### config.mk
export PLATFORM = sky130hd
export DESIGN_NAME = linked_list_table_engine
export DESIGN_NICKNAME = d
export VERILOG_FILES = /design/src/rtl/lle_pkg.sv /design/src/rtl/lle_ram.sv /design/src/rtl/linked_list_table_engine.sv
export SDC_FILE = /design/constraint.sdc
export NUM_CORES = 2
export LEC_CHECK = 0
export ABC_AREA = 1
export BUFFER_PORTS_ARGS = -buffer_cell sky130_fd_sc_hd__buf_2
export CAP_MARGIN = 30
export CORE_MARGIN = 5
export CORE_UTILIZATION = 35
export CTS_BUF_LIST = sky130_fd_sc_hd__clkbuf_16
export CTS_CLUSTER_DIAMETER = 40
export DETAILED_ROUTE_END_ITERATION = 7
export SLEW_MARGIN = 20
export SYNTH_ARGS = -nofsm -noshare
export SYNTH_HDL_FRONTEND = slang
export SYNTH_SLANG_ARGS = --single-unit
### constraint.sdc
create_clock -name clk -period 9.31 [get_ports clk]
set_input_delay 0.931 -clock clk [delete_from_list [all_inputs] [get_ports clk]]
set_output_delay 0.931 -clock clk [all_outputs]
set_load 0.01 [all_outputs]
### src/rtl/lle_pkg.sv
// ----------------------------------------------------------------------------
// lle_pkg
// Item types and codes shared by the linked list table engine.
// ----------------------------------------------------------------------------
`default_nettype none

package lle_pkg;

  localparam logic [1:0] OP_INSERT = 2'd0;
  localparam logic [1:0] OP_SEARCH = 2'd1;
  localparam logic [1:0] OP_MODIFY = 2'd2;
  localparam logic [1:0] OP_DELETE = 2'd3;

  localparam logic [1:0] ST_OK        = 2'd0;
  localparam logic [1:0] ST_NOT_FOUND = 2'd1;
  localparam logic [1:0] ST_FULL      = 2'd2;

  localparam int SLOT_W  = 6;
  localparam int COUNT_W = 7;

  typedef struct packed {
    logic [1:0]         opcode;
    logic signed [31:0] key;
    logic signed [31:0] new_value;
  } req_t;

  typedef struct packed {
    logic [1:0]         status;
    logic [SLOT_W-1:0]  slot;
    logic [COUNT_W-1:0] entry_count;
  } rsp_t;

endpackage

`default_nettype wire

### src/rtl/lle_ram.sv
// ----------------------------------------------------------------------------
// lle_ram
// Simple dual-port synchronous memory, one write and one registered read port.
// ----------------------------------------------------------------------------
`default_nettype none

module lle_ram #(
  parameter int DEPTH = 64,
  parameter int WIDTH = 32,
  parameter int AW    = 6
) (
  input  wire logic             clk,
  input  wire logic             we,
  input  wire logic [AW-1:0]    waddr,
  input  wire logic [WIDTH-1:0] wdata,
  input  wire logic [AW-1:0]    raddr,
  output logic      [WIDTH-1:0] rdata
);

  logic [WIDTH-1:0] mem [DEPTH];

  always_ff @(posedge clk) begin
    if (we) begin
      mem[waddr] <= wdata;
    end
  end

  always_ff @(posedge clk) begin
    rdata <= mem[raddr];
  end

endmodule

`default_nettype wire

### src/rtl/linked_list_table_engine.sv
// ----------------------------------------------------------------------------
// linked_list_table_engine
// Singly linked list of signed 32-bit values in a node store with a free stack.
// ----------------------------------------------------------------------------
// usage
//   req channel: one item per request (opcode, key, new_value), taken while
//   the engine is idle. rsp channel: one item per request (status, slot,
//   entry_count), held in an output register until taken.
//   insert: one free stack read and one node write, then the result goes to the
//   output register. search, modify, delete: the walk visits nodes from the head,
//   each node a node memory read, then a compare, and at most CAPACITY nodes
//   are visited before the result goes to the output register.
//   the next request is taken as soon as the result is in the output
//   register; if the receiver stalls with a result still held, the engine
//   finishes its current request and then waits for the output register.
//   reset empties the list: head null, all slots free, handed out from 0 up.
//   the free stack keeps a low-water mark, so reset needs no memory sweep.
// ----------------------------------------------------------------------------
`default_nettype none

module linked_list_table_engine
  import lle_pkg::*;
#(
  parameter int CAPACITY = 64
) (
  input  wire logic clk,
  input  wire logic rst,
  input  wire logic req_valid,
  output logic      req_ready,
  input  wire req_t req,
  output logic      rsp_valid,
  input  wire logic rsp_ready,
  output rsp_t      rsp
);

  localparam int AW = $clog2(CAPACITY);
  localparam int LW = AW + 1;
  localparam int CW = $clog2(CAPACITY + 1);
  localparam logic [LW-1:0] NULL_LINK = LW'(CAPACITY);
  localparam logic [CW-1:0] CAP_CNT   = CW'(CAPACITY);

  typedef enum logic [2:0] {
    S_IDLE,
    S_POP,
    S_WALK,
    S_CHECK,
    S_RESP
  } state_t;

  state_t state;

  logic [1:0]    op_q;
  logic [31:0]   key_q;
  logic [31:0]   nv_q;
  logic [LW-1:0] head;
  logic [LW-1:0] cur;
  logic [LW-1:0] prev;
  logic [CW-1:0] steps;
  logic [CW-1:0] free_count;
  logic [CW-1:0] free_low;
  logic [CW-1:0] list_count;
  logic [1:0]    res_status;
  logic [AW-1:0] res_slot;

  logic          val_we;
  logic [AW-1:0] val_waddr;
  logic [31:0]   val_wdata;
  logic [31:0]   val_rdata;
  logic          lnk_we;
  logic [AW-1:0] lnk_waddr;
  logic [LW-1:0] lnk_wdata;
  logic [LW-1:0] lnk_rdata;
  logic          fs_we;
  logic [AW-1:0] fs_waddr;
  logic [AW-1:0] fs_wdata;
  logic [AW-1:0] fs_raddr;
  logic [AW-1:0] fs_rdata;

  logic [AW-1:0] pop_idx;
  logic [AW-1:0] pop_raw;
  logic [AW-1:0] pop_slot;
  logic [CW-1:0] fc_dec;
  logic          match;

  lle_ram #(.DEPTH(CAPACITY), .WIDTH(32), .AW(AW)) u_value (
    .clk   (clk),
    .we    (val_we),
    .waddr (val_waddr),
    .wdata (val_wdata),
    .raddr (cur[AW-1:0]),
    .rdata (val_rdata)
  );

  lle_ram #(.DEPTH(CAPACITY), .WIDTH(LW), .AW(AW)) u_link (
    .clk   (clk),
    .we    (lnk_we),
    .waddr (lnk_waddr),
    .wdata (lnk_wdata),
    .raddr (cur[AW-1:0]),
    .rdata (lnk_rdata)
  );

  lle_ram #(.DEPTH(CAPACITY), .WIDTH(AW), .AW(AW)) u_free (
    .clk   (clk),
    .we    (fs_we),
    .waddr (fs_waddr),
    .wdata (fs_wdata),
    .raddr (fs_raddr),
    .rdata (fs_rdata)
  );

  assign req_ready = (state == S_IDLE);
  assign fc_dec    = free_count - CW'(1);
  assign pop_idx   = fc_dec[AW-1:0];
  assign fs_raddr  = pop_idx;
  assign match     = (val_rdata == key_q);

  // entries below the low-water mark were never written; their reset contents are computed here
  always_comb begin
    if (CW'(pop_idx) < free_low) begin
      pop_raw = AW'(CAPACITY - 1) - pop_idx;
    end else begin
      pop_raw = fs_rdata;
    end
    if (LW'(pop_raw) >= NULL_LINK) begin
      pop_slot = '0;
    end else begin
      pop_slot = pop_raw;
    end
  end

  always_comb begin
    val_we    = 1'b0;
    val_waddr = cur[AW-1:0];
    val_wdata = nv_q;
    lnk_we    = 1'b0;
    lnk_waddr = prev[AW-1:0];
    lnk_wdata = lnk_rdata;
    fs_we     = 1'b0;
    fs_waddr  = free_count[AW-1:0];
    fs_wdata  = cur[AW-1:0];
    case (state)
      S_POP: begin
        val_we    = 1'b1;
        val_waddr = pop_slot;
        val_wdata = key_q;
        lnk_we    = 1'b1;
        lnk_waddr = pop_slot;
        lnk_wdata = head;
      end
      S_CHECK: begin
        if (match) begin
          val_we = (op_q == OP_MODIFY);
          if (op_q == OP_DELETE) begin
            lnk_we = (prev < NULL_LINK);
            fs_we  = (free_count < CAP_CNT);
          end
        end
      end
      default: begin
      end
    endcase
  end

  always_ff @(posedge clk) begin
    if (rst) begin
      state      <= S_IDLE;
      rsp_valid  <= 1'b0;
      head       <= NULL_LINK;
      free_count <= CAP_CNT;
      free_low   <= CAP_CNT;
      list_count <= '0;
    end else begin
      if (rsp_valid && rsp_ready && state != S_RESP) begin
        rsp_valid <= 1'b0;
      end
      case (state)
        S_IDLE: begin
          if (req_valid) begin
            op_q  <= req.opcode;
            key_q <= req.key;
            nv_q  <= req.new_value;
            cur   <= head;
            prev  <= NULL_LINK;
            steps <= '0;
            if (req.opcode == OP_INSERT) begin
              if (free_count == '0) begin
                res_status <= ST_FULL;
                res_slot   <= '0;
                state      <= S_RESP;
              end else begin
                state <= S_POP;
              end
            end else begin
              state <= S_WALK;
            end
          end
        end
        S_POP: begin
          head       <= LW'(pop_slot);
          free_count <= fc_dec;
          if (fc_dec < free_low) begin
            free_low <= fc_dec;
          end
          list_count <= list_count + CW'(1);
          res_status <= ST_OK;
          res_slot   <= pop_slot;
          state      <= S_RESP;
        end
        S_WALK: begin
          if (cur >= NULL_LINK || steps == CAP_CNT) begin
            res_status <= ST_NOT_FOUND;
            res_slot   <= '0;
            state      <= S_RESP;
          end else begin
            state <= S_CHECK;
          end
        end
        S_CHECK: begin
          if (match) begin
            res_status <= ST_OK;
            res_slot   <= cur[AW-1:0];
            if (op_q == OP_DELETE) begin
              if (prev >= NULL_LINK) begin
                head <= lnk_rdata;
              end
              if (free_count < CAP_CNT) begin
                free_count <= free_count + CW'(1);
              end
              if (list_count != '0) begin
                list_count <= list_count - CW'(1);
              end
            end
            state <= S_RESP;
          end else begin
            prev  <= cur;
            cur   <= lnk_rdata;
            steps <= steps + CW'(1);
            state <= S_WALK;
          end
        end
        S_RESP: begin
          if (!rsp_valid || rsp_ready) begin
            rsp_valid       <= 1'b1;
            rsp.status      <= res_status;
            rsp.slot        <= SLOT_W'(res_slot);
            rsp.entry_count <= COUNT_W'(list_count);
            state           <= S_IDLE;
          end
        end
        default: begin
          state <= S_IDLE;
        end
      endcase
    end
  end

endmodule

`default_nettype wire

# ---- After elaboration in Yosys (flattened, before gate mapping)
# Memory sizes are Yosys's and may differ from the RTL's. A register that Yosys moved wholly into a read port is not among the register bits.
# Index checks and enable logic that the tools add are counted.
dict set report word_totals {
  output_inout_bits 17
  regBits 142
  input_bits 70
  n_memories 3
  elab_cells 136
  mem_bits_rw 2880
}
# name words width rd rd_ports_with_merged_regs write_ports line
set memory_table {}
lappend memory_table {u_value.mem 64 32 1 1 1 lle_ram.sv:20} ;# logic [WIDTH-1:0] mem [DEPTH];
lappend memory_table {u_link.mem 64 7 1 1 1 lle_ram.sv:20}
lappend memory_table {u_free.mem 64 6 1 1 1 lle_ram.sv:20}
dict set report classes {
  addsub 6
  reduce_logical 21
  n_mux 62
  n_eq_ne 20
  bitwise 1
  n_lt_le_gt_ge 6
}
# operator n
set ops {}
lappend ops {{$mux 7} 16}
lappend ops {{$pmux 7 s2} 6}
lappend ops {{$mux 6} 8}
lappend ops {{$eq 32x32->1} 1}
lappend ops {{$mux 32} 1}
lappend ops {{$pmux 6 s4} 1}
lappend ops {{$add 7x1->7 const B} 3}
lappend ops {{$mux 3} 6}
lappend ops {{$ne 2x2->1 const B} 9}
lappend ops {{$reduce_and 4->1} 4}
lappend ops {{$mux 1} 15}
lappend ops {{$pmux 3 s5} 1}
lappend ops {{$ge 7x7->1 const B} 2}
lappend ops {{$lt 7x7->1 const B} 2}
lappend ops {{$sub 7x1->7 const B} 2}
lappend ops {{$mux 2} 5}
lappend ops {{$pmux 2 s4} 1}
lappend ops {{$eq 7x7->1 const B} 1}
lappend ops {{$logic_not 7->1} 1}
lappend ops {{$lt 6x7->1} 1}
lappend ops {{$lt 7x7->1} 1}
lappend ops {{$reduce_and 7->1} 1}
lappend ops {{$reduce_bool 7->1} 1}
lappend ops {{$eq 3x2->1 const B} 2}
lappend ops {{other kinds (17)} 25}

# ---- Depth between registers and ports, before layout
dict set report logic_depth {
  ltp_word 6
  ltp_mapped 23
  mapped_depth_nobuf 19
}

# ---- Hierarchy
# Synthesis repeated with hierarchy kept, for this count alone.
dict set report hier_totals {
  cells_unflattened 10518
  hier_area_um2 124246.7
}
# module area_per_inst_um2 seq_area_each_um2 cells_per_inst n_inst
set by_module_without_submodules {}
lappend by_module_without_submodules {{lle_ram at u_value} 82738.1 62139.6 6769 1}
lappend by_module_without_submodules {{lle_ram at u_link} 18545.3 13593.0 1590 1}
lappend by_module_without_submodules {{lle_ram at u_free} 15901.5 11651.2 1373 1}
lappend by_module_without_submodules {linked_list_table_engine 7061.8 3943.8 786 1}

# ---- Least setup slack after synthesis
# Ideal clock, no wire load.
dict set report synth_timing {
  kind {in2reg}
  startpoint {input rst}
  endpoint {register key_q[0], enable pin}
  required_time_ns 8.739
  path_slack_ns 3.077
  path_stages 2
  arrival_time_ns 5.662
  n_path_buf 1
  setup_ns 0.571
  cell_sequence {buf_1 -> nor3_1}
}
dict set report synth_via {
  elab_chain_cells 2
}
# element line
set synth_lines {}
lappend synth_lines {{start: declaration} linked_list_table_engine.sv:27} ;# input wire logic rst,
lappend synth_lines {{$not 1->1 (no source line)} --}
lappend synth_lines {{$reduce_and 3->1 (no source line)} --}
lappend synth_lines {{end signal: assignment} linked_list_table_engine.sv:181} ;# key_q <= req.key;
lappend synth_lines {{end: declaration} linked_list_table_engine.sv:53} ;# logic [31:0] key_q;
# No other way between the ends.
# A chain may end at the register's enable or synchronous reset.

# ---- Worst setup path in the final report
dict set report layout_timing {
  startpoint {register free_count[0]}
  endpoint {memory u_value.mem[35][13], enable pin}
}
dict set report layout_via {
  elab_chain_cells 4
  elab_cells_between_ends 5
  cone_classes {add/sub (2); order compare (1); mux (2)}
}
# element line
set layout_lines {}
lappend layout_lines {{start: declaration} linked_list_table_engine.sv:59} ;# logic [CW-1:0] free_count;
lappend layout_lines {{start signal: assignment} linked_list_table_engine.sv:228} ;# free_count <= free_count + CW'(1);
lappend layout_lines {{$sub 7x1->7 (*)} linked_list_table_engine.sv:113} ;# assign fc_dec = free_count - CW'(1);
lappend layout_lines {{$sub 6x6->6 / $lt 6x7->1 (equally long branches)} {linked_list_table_engine.sv:121, linked_list_table_engine.sv:120}}
lappend layout_lines {{$mux 6 (*)} linked_list_table_engine.sv:120} ;# if (CW'(pop_idx) < free_low) begin
lappend layout_lines {{$mux 6 (*)} linked_list_table_engine.sv:142} ;# case (state)
lappend layout_lines {{end: declaration} lle_ram.sv:20}
# Mark *: on every way between the ends. The rest lies on a longest branch, timed or not.

==> results.sh <==
export IMPL_critPathMaxFanout=96
export IMPL_ctsResizeCount=0
export IMPL_end_kind="register"
export IMPL_wirelength_um=364900
export IMPL_drtIter0Drc=10590
export IMPL_worst_path_buf_inv=4
export IMPL_die_h_um=599.7
export IMPL_layout_drive_gt1_share_pct=11.25
export IMPL_dp_cells=13780
export IMPL_min_path_type="input port to register"
export IMPL_drv_cap=0
export IMPL_slew_headroom_pct=15.50
export IMPL_synth_seq_cells=3067
export IMPL_setup_viol=0
export IMPL_layout_setup_ws_ps=2558
export IMPL_p_int_uw=25730
export IMPL_cp_slowest_cell="xor2_4"
export IMPL_synth_ff_type="edfxtp_1"
export IMPL_final_cell_mix="edfxtp_1 (2990), nor2_1 (1672), o21ai_0 (1486)"
export IMPL_cts_buffers=404
export IMPL_placed_area_mm2=0.1286
export IMPL_clock_skew_final_ps=68.84
export IMPL_p_leak_uw=0.04659
export IMPL_start_util_pct=35.15
export IMPL_fin_nets=9712
export IMPL_cp_common_cell="nand2_1"
export IMPL_pwr_share_comb_pct=9.9
export IMPL_first_pass_iters=6
export IMPL_syn_to_final_growth_pct=17.21
export IMPL_grt_first_pass_wirelength_um=526900
export IMPL_synth_top_family_by_area="simple AND/OR/NAND/NOR gates"
export IMPL_synth_fa_ha_area_share_pct=0.1809
export IMPL_root_buffer="clkbuf_16"
export IMPL_worst_setup_path_start_kind="register"
export IMPL_grt_usage_pct=19.60
export IMPL_htree_levels=5
export IMPL_dpl_hpwl_um=211300
export IMPL_final_util_pct=41.21
export IMPL_vias=80590
export IMPL_dieArea_mm2=0.3596
export IMPL_seq_power_share_pct=45.2
export IMPL_syn_instance_count=9603
export IMPL_grt_max_degree=204
export IMPL_ys_seq_area_share_pct=75.04
export IMPL_crit_type="register to register"
export IMPL_synth_area_top_cells="edfxtp_1 (74%), o21ai_0 (6.2%), nor2_1 (5.4%)"
export IMPL_slowest_delay_ps=760
export IMPL_io_pins=87
export IMPL_period_minus_slack_ps=6752
export IMPL_design_area_mm2=0.1427
export IMPL_synth_area_mux_share_pct=0
export IMPL_swShare_pct=25.53
export IMPL_finalCritPeriodShare_pct=72.53
export IMPL_layout_commonest_cell="edfxtp_1"
export IMPL_std_cell_rows=216
export IMPL_powerDensity_mw_per_mm2=242.2
export IMPL_final_hold_violation_count=0
export IMPL_ant_nets=0
export IMPL_ys_types=48
export IMPL_peakVddDrop_uv=163.5
export IMPL_synth_largest_area_cell="edfxtp_1"
export IMPL_wl_per_cell_um=25.08
export IMPL_synth_cell_area_mm2=0.1217
export IMPL_synthXorXnorAreaFrac_pct=0.2796
export IMPL_buffer_ports_inserted=86
export IMPL_synth_nets=9690
export IMPL_grt_pass1_vias=77590
export IMPL_status="finished, final reports clean"
export IMPL_postCtsSetupBuffers=0
export IMPL_avgViaCountPerCell=5.539
export IMPL_fmax_mhz=148.1
export IMPL_arrival_ps=7320
export IMPL_routabilityCongestion=0.8770
export IMPL_drv_slew=0
export IMPL_synth_top_area_share_pct=73.77
export IMPL_pwr_share_clk_pct=44.9
export IMPL_fin_tns_setup_ps=0
export IMPL_pre_cts_ws_ps=2519
export IMPL_synth_compound_area_share_pct=10.45
export IMPL_cts_tree="done"
export IMPL_overflow=0
export IMPL_fin_cells=14550
export IMPL_cts_sinks=3067
export IMPL_rsz0062_at_grt="false"
export IMPL_yosysWarningCount=0
export IMPL_core_area_mm2=0.3462
export IMPL_drc=0
export IMPL_die_x_um=599.7
export IMPL_cts_buffer_depth=4
export IMPL_antenna_found_initial=25
export IMPL_clkLatencyLatePin_ps=940
export IMPL_synth_edf_count=2990
export IMPL_critPathTopFamily="simple AND/OR/NAND/NOR gates"
export IMPL_p_switching_uw=8822
export IMPL_path_clk_slew_ps=60
export IMPL_worstPathCellList="buf_16 -> inv_6 -> nand3_4 -> xor2_4 -> inv_2 -> ha_1 -> nand2_1 -> nand2_1 -> a22oi_4 -> nand3_1 -> nand3_1 -> nand2_1 -> nor2_2 -> nand3_2 -> nor2_4 -> buf_4"
export IMPL_yosys_area_share_simple_pct=11.44
export IMPL_cp_required_ps=9870
export IMPL_synthArstFlopShare_pct=0
export IMPL_avgSynthCellArea_um2=12.67
export IMPL_worst_slew_pin_slew_ps=1268
export IMPL_hold_buffers=0
routing by layer:
layer	GRT usage, %	vias to the layer above	part of all wire, %
li1	-	35460	-
met1	26.04	40220	39
met2	30.92	4154	46
met3	3.627	756	9.0
met4	9.858	0	5.5
met5	0	-	0
power groups by stage:
stage          sequential [uW]  combinational, uW  clock, uW
5_1_grt                  15600               3650      16300
3_5_place_dp             15900               3340          0
2_1_floorplan            15900               1860          0
3_3_place_gp             15900               3300          0
6_report                 15600               3430      15500
4_1_cts                  15600               3360      15700
worst paths after layout:
check | start | endpoint | slack (ps) | cells after the start
worst max-delay path | free_count[0]$_SDFFE_PP0P_ | u_value.mem[35][13]$_DFFE_PP_ | 2560 | 16
worst min-delay path | req[25] | nv_q[25]$_DFFE_PP_ | 170 | 1
worst max register to register | free_count[0]$_SDFFE_PP0P_ | u_value.mem[35][13]$_DFFE_PP_ | 2560 | 16
worst min register to register | res_status[1]$_DFFE_PP_ | rsp[14]$_DFFE_PP_ | 430 | 0
registers in the layout (all words and copies together) (netlist names), 7 cells and up:
register,flops
nv_q,32
u_link.rdata,7
steps,7
u_value.mem,2048
free_count,7
u_link.mem,448
cur,7
head,7
free_low,7
u_value.rdata,32
u_free.mem,384
key_q,32
list_count,7
prev,7
rsp,15
cell type report:
| type | instances | area (um^2) |
|---|---|---|
| Tap cell | 4578 | 5728 |
| Timing Repair Buffer | 269 | 3341 |
| Inverter | 124 | 510.5 |
| Fill cell | 31320 | 203500 |
| Clock buffer | 410 | 10260 |
| Sequential cell | 3067 | 91330 |
| Antenna cell | 7 | 17.52 |
| Multi-Input combinational cell | 5759 | 28060 |
| Clock inverter | 335 | 3407 |
stage by stage:
stage                     hold slack [ps]  power (uW)
after floorplan                     400.3       17780
after global placement              411.6       19200
after detailed placement            423.0       19250
after CTS                           118.2       34660
after global routing                114.2       35570
final                               170.1       34550
cell usage after synthesis, types with 18 or more instances:
library cell  number
buf_1             72
inv_1            103
nor2_1          1737
o221ai_1          72
nand2_2           18
and2_1            26
clkbuf_1         416
o211ai_1          33
o22ai_1          648
nand2_1          979
o21ai_0         1503
a21oi_1           24
dfxtp_1           77
inv_2             18
xnor2_1           25
nand3_1          582
buf_2            149
edfxtp_1        2990
logic make-up (layout without fill, tap and decap cells):
family,after synthesis,after routing
AOI/OAI and AO/OA,2296,2296
xor gates and xnor gates,35,35
adders and majority gates,17,17
buffers and inverters,777,1138
DFF,3067,3067
other,0,7
and+or+nand+nor,3411,3411
Power figures use the tool's default switching activity.
